[src/rtl/fbm_pkg.sv]
`timescale 1ns / 1ps

package fbm_pkg;

    localparam int SAMPLE_W   = 16;
    localparam int FRAC_W     = 15;
    localparam int TAPCNT_W   = 9;
    localparam int TAPIDX_W   = 9;
    localparam int BORDER_W   = 2;
    localparam int CFG_IDX_W  = 8;
    localparam int CFG_DATA_W = 9;
    localparam int MIN_TAPS   = 9;
    localparam int RESET_TAPS = 257;

    localparam logic [CFG_IDX_W-1:0] CFG_TAP_COUNT   = 8'd0;
    localparam logic [CFG_IDX_W-1:0] CFG_BORDER_MODE = 8'd1;

    localparam logic [BORDER_W-1:0] BORDER_FULL   = 2'd0;
    localparam logic [BORDER_W-1:0] BORDER_HALF   = 2'd1;
    localparam logic [BORDER_W-1:0] BORDER_NONE   = 2'd2;
    localparam logic [BORDER_W-1:0] BORDER_UNUSED = 2'd3;

    typedef enum logic [1:0] {
        CMD_LOAD   = 2'd0,
        CMD_SAMPLE = 2'd1,
        CMD_FLUSH  = 2'd2,
        CMD_RESET  = 2'd3
    } t_cmd;

    typedef struct packed {
        logic clr;
        logic en;
    } t_mac_ctrl;

endpackage

[src/rtl/fbm_mac.sv]
`timescale 1ns / 1ps

module fbm_mac import fbm_pkg::*; #(
    parameter int ACC_W = 41
) (
    input  logic                       i_clk,
    input  logic                       i_rst_n,
    input  t_mac_ctrl                  i_ctrl,
    input  logic signed [SAMPLE_W-1:0] i_a,
    input  logic signed [SAMPLE_W-1:0] i_b,
    output logic                       o_busy,
    output logic signed [SAMPLE_W-1:0] o_result
);

    localparam int QW = ACC_W - FRAC_W;

    logic signed [2*SAMPLE_W-1:0] r_prod;
    logic                         r_prod_v;
    logic signed [ACC_W-1:0]      r_acc;
    logic signed [ACC_W-1:0]      biased;
    logic signed [QW-1:0]         quot;
    logic [QW-SAMPLE_W:0]         upper;
    logic                         ovf;

    always_ff @(posedge i_clk) begin
        if (!i_rst_n) begin
            r_prod_v <= 1'b0;
        end else begin
            r_prod_v <= i_ctrl.en;
        end
        if (i_ctrl.en) begin
            r_prod <= i_a * i_b;
        end
        if (i_ctrl.clr) begin
            r_acc <= '0;
        end else if (r_prod_v) begin
            r_acc <= r_acc + ACC_W'(r_prod);
        end
    end

    // truncate toward zero: bias negative sums before the arithmetic shift
    assign biased = r_acc + (r_acc[ACC_W-1] ? ACC_W'((1 << FRAC_W) - 1) : '0);
    assign quot   = biased[ACC_W-1:FRAC_W];
    assign upper  = quot[QW-1:SAMPLE_W-1];
    assign ovf    = !((&upper) || !(|upper));

    always_comb begin
        if (ovf) begin
            o_result = quot[QW-1] ? {1'b1, {(SAMPLE_W-1){1'b0}}}
                                  : {1'b0, {(SAMPLE_W-1){1'b1}}};
        end else begin
            o_result = quot[SAMPLE_W-1:0];
        end
    end

    assign o_busy = r_prod_v;

endmodule

[config.mk]
export PLATFORM = sky130hd
export DESIGN_NAME = fbm_mac
export DESIGN_NICKNAME = d
export VERILOG_FILES = /design/src/rtl/fbm_pkg.sv /design/src/rtl/fbm_mac.sv
export SDC_FILE = /design/constraint.sdc
export NUM_CORES = 1
export LEC_CHECK = 0
export CORE_ASPECT_RATIO = 0.8
export CORE_UTILIZATION = 45
export DETAILED_ROUTE_END_ITERATION = 16
export DONT_BUFFER_PORTS = 1
export MAX_ROUTING_LAYER = met4
export SLEW_MARGIN = 10
export SYNTH_ARGS = -nofsm -noshare
export SYNTH_HDL_FRONTEND = slang
export SYNTH_SLANG_ARGS = --single-unit
[constraint.sdc]
create_clock -name i_clk -period 16.25 [get_ports i_clk]
set_clock_uncertainty 0.15 [all_clocks]
set_input_delay 0 -clock i_clk [delete_from_list [all_inputs] [get_ports i_clk]]
set_output_delay 0 -clock i_clk [all_outputs]
set_load 0.05 [all_outputs]
==> results.md <==
* Commonest non-fill, non-tap cell in the layout: inv_1
* H-tree depth at 3
* Synth Instances at 1645
* Critical path peak fanout at 13
* Share of post-route cells with drive strength above 1 at 0.0264
* Area contributors post-synth: fa_1 35%, ha_1 11%, inv_1 7.7%
* Setup ws final at 10440 ps
* Placer congestion estimate at 0.903
* Initial antenna violation count at 0
* WP data arrival at 5750 ps
* Ports at 53
* Synth cell types at 64
* CTS Buffer Depth at 2
* Post-synth EDFFs at 32
* Slowest cell on crit path: fa_1
* Num CTS Buffers at 9
* Synthesis-to-layout area growth at 5.57%
* Wire per inst at 17.1 um
* Cell repeated most along the worst path: fa_1
* Total clock sinks at 74
* First-pass GRT wire length at 59.7 mm
* DP HPWL at 28.6 mm
* Worst slew pin tran at 1070 ps
* CP bufs+invs at 3
* Final net count at 2056
* Vias at 10.9k
* Post-Synth XOR/XNOR Area at 0.0508
* Drt pass-1 iters at 5
* Clock latency on the worst-skew pair at 340 ps
* Met3 usage at 0.0373
* Most frequent cells in the layout: 312 x inv_1, 263 x fa_1, 153 x nand2_1
* Combinational family with the most area after synthesis: adder cells
* CP top delay family: adder cells
* RSZ-0062 raised after global routing: no
* CP startpoint kind: primary input
* Min Clock Period, post-route at 5810 ps
* Ys async rst share at 0
* Kind of critical path: primary input to flip-flop
* Max Cap Viol at 0
* Most Crowded Layer GR: met2
* Setup Fix Bufs, Post-CTS at 0
* Grt met2 use at 0.351
* Slew headroom at 0.296
* Core ar. at 32900 sq um
* CTS tree: built
* Mean post-synth cell area at 9.22 sq um
* Row Count at 59
* Die area at 34400 sq um
* Number of global-route vias before repair at 11.5k
* Drt total wl at 35.1 mm
* Setup-failing EPs final at 0
* Dpl ws at 10060 ps
* Synthesized net count at 2080
* CP Capture Type: flip-flop
* Fill cells at 3096
* Critical-path cell list: inv_1 > nor2_1 > fa_1 > fa_1 > fa_1 > fa_1 > fa_1 > inv_1 > fa_1 > inv_1 > ha_1 > a21o_1 > a21o_1 > a221oi_1 > o21ai_1 > a221oi_1 > a21o_1 > o21bai_1 > a21o_1 > o31ai_1 > xnor2_1
* Final core utilization at 0.487
* Global route total overflow at 0
* PortBufs at 0
* Post-cts resize count at 0
* Post-synthesis compound-gate area fraction at 0.108
* Mean number of vias per cell at 5.30
* Largest stage delay, worst path at 530 ps
* Hold Path Class: primary input to flip-flop
* Initial Utilization at 0.462
* F_max at 0.172 GHz
* Mapped Area at 15200 sq um
* Simple-gate share of the synthesized area at 0.153
* Ys flop type: dfxtp_1
* GR Util met1 at 0.309
* Clk root buf: clkbuf_16
* Reg clk slew, reported paths at 60 ps
* Req. time, crit path at 16190 ps
* Period utilization at 0.358
* Area leader, netlist: fa_1
* Adder-cell share of the synthesized area at 0.459
* Iter 0 DRT Violations at 633
* Outcome: finished clean
* DRC viols at 0
* Post-synth top area share at 0.347
* Final ANT Viol Nets at 0
* Total GRT Usage at 0.225
* Setup TNS Final at 0 ps
* Final Hold Vio Count at 0
* Seq/Total Area, Yosys at 0.119
* Max Slew Vio Count at 0
* Chip Width at 207 um
* Synthesis Warnings at 0
* Largest net degree at the start of global routing at 53
* Mux cell area share after synthesis at 0.0193
* Count of state elements after synthesis at 74
* Die Ht at 166 um
-- sequential cells by signal (all words and copies together) (netlist names) --
| signal | count |
|---|---|
| o_busy | 1 |
| r_acc | 41 |
| r_prod | 32 |
-- timing repair --
item / in CTS / in global routing
endpoints found under the setup margin: 0 / 0
endpoints found under the hold margin: 77 / 0
hold buffers: 13 / 0
-- metal layers --
metal  up-vias  part of all wire  wire, um
met4         0             0.013       472
met5         -                 0         0
met1      5397              0.48     16700
met3        39             0.062      2160
met2       278              0.45     15700
li1       5182                 -         -
-- cells in the mapped netlist (all sizes together) (2+ instances only) --
cell / count
o211ai: 5
a21o: 39
and4: 5
o21bai: 15
nand4: 10
nor3: 16
and2: 131
nor2b: 9
mux2i: 27
nand2b: 26
edfxtp: 32
a211o: 6
and3: 12
xor2: 32
a21oi: 55
dfxtp: 42
o211a: 2
or4: 2
mux2: 2
a211oi: 9
a2111oi: 2
o22ai: 7
inv: 312
nand2: 153
nor3b: 3
a21boi: 2
clkbuf: 44
o21ai: 52
a31oi: 13
nand3b: 2
o21a: 9
o2111ai: 2
nor2: 69
o31ai: 2
ha: 136
a221oi: 2
buf: 6
nand3: 14
a41oi: 4
xnor2: 56
or3: 4
fa: 263
-- layout make-up --
cell class	count	area, sq um	area share
Antenna cell	1	2.50	0.000156
Clock buffer	10	229	0.0143
Clock inverter	6	115	0.00719
Inverter	312	1170	0.0731
Multi-Input combinational cell	1209	12000	0.749
Sequential cell	74	1800	0.113
Tap cell	427	534	0.0334
Timing Repair Buffer	15	165	0.0103
-- final timing paths --
| check | startpoint | endpoint | slack (ps) | depth (start not counted) |
|---|---|---|---|---|
| worst max-delay path | i_b[15] | r_prod[29] | 10440 | 21 |
| worst min-delay path | i_rst_n | o_busy | 170 | 2 |
| worst max register to register | r_acc[0] | r_acc[40] | 12580 | 13 |
| worst min register to register | r_acc[12] | r_acc[12] | 370 | 2 |
-- kinds of logic (layout without fill, tap and decap cells) --
logic type	after synthesis	count (layout)
xor gates and xnor gates	88	88
and+or+nand+nor	458	458
other	0	1
adders and majority gates	399	399
muxes	29	29
AOI/OAI and AO/OA	235	235
buffers and inverters	362	343
DFF	74	74
-- through the flow --
step / instances / hold slack, ps / instance area [sq um]
after floorplan: 1645 / -37.5 / 15200
after global placement: 2024 / -67.1 / 15500
after detailed placement: 2024 / -67.2 / 15500
after CTS: 2053 / 161 / 16000
after global routing: 2053 / 197 / 16000
final: 2054 / 166 / 16000
Power is left out: the tool's default activity adds up to more than one toggle a clock period on the data nets, which glitch-free logic cannot reach.
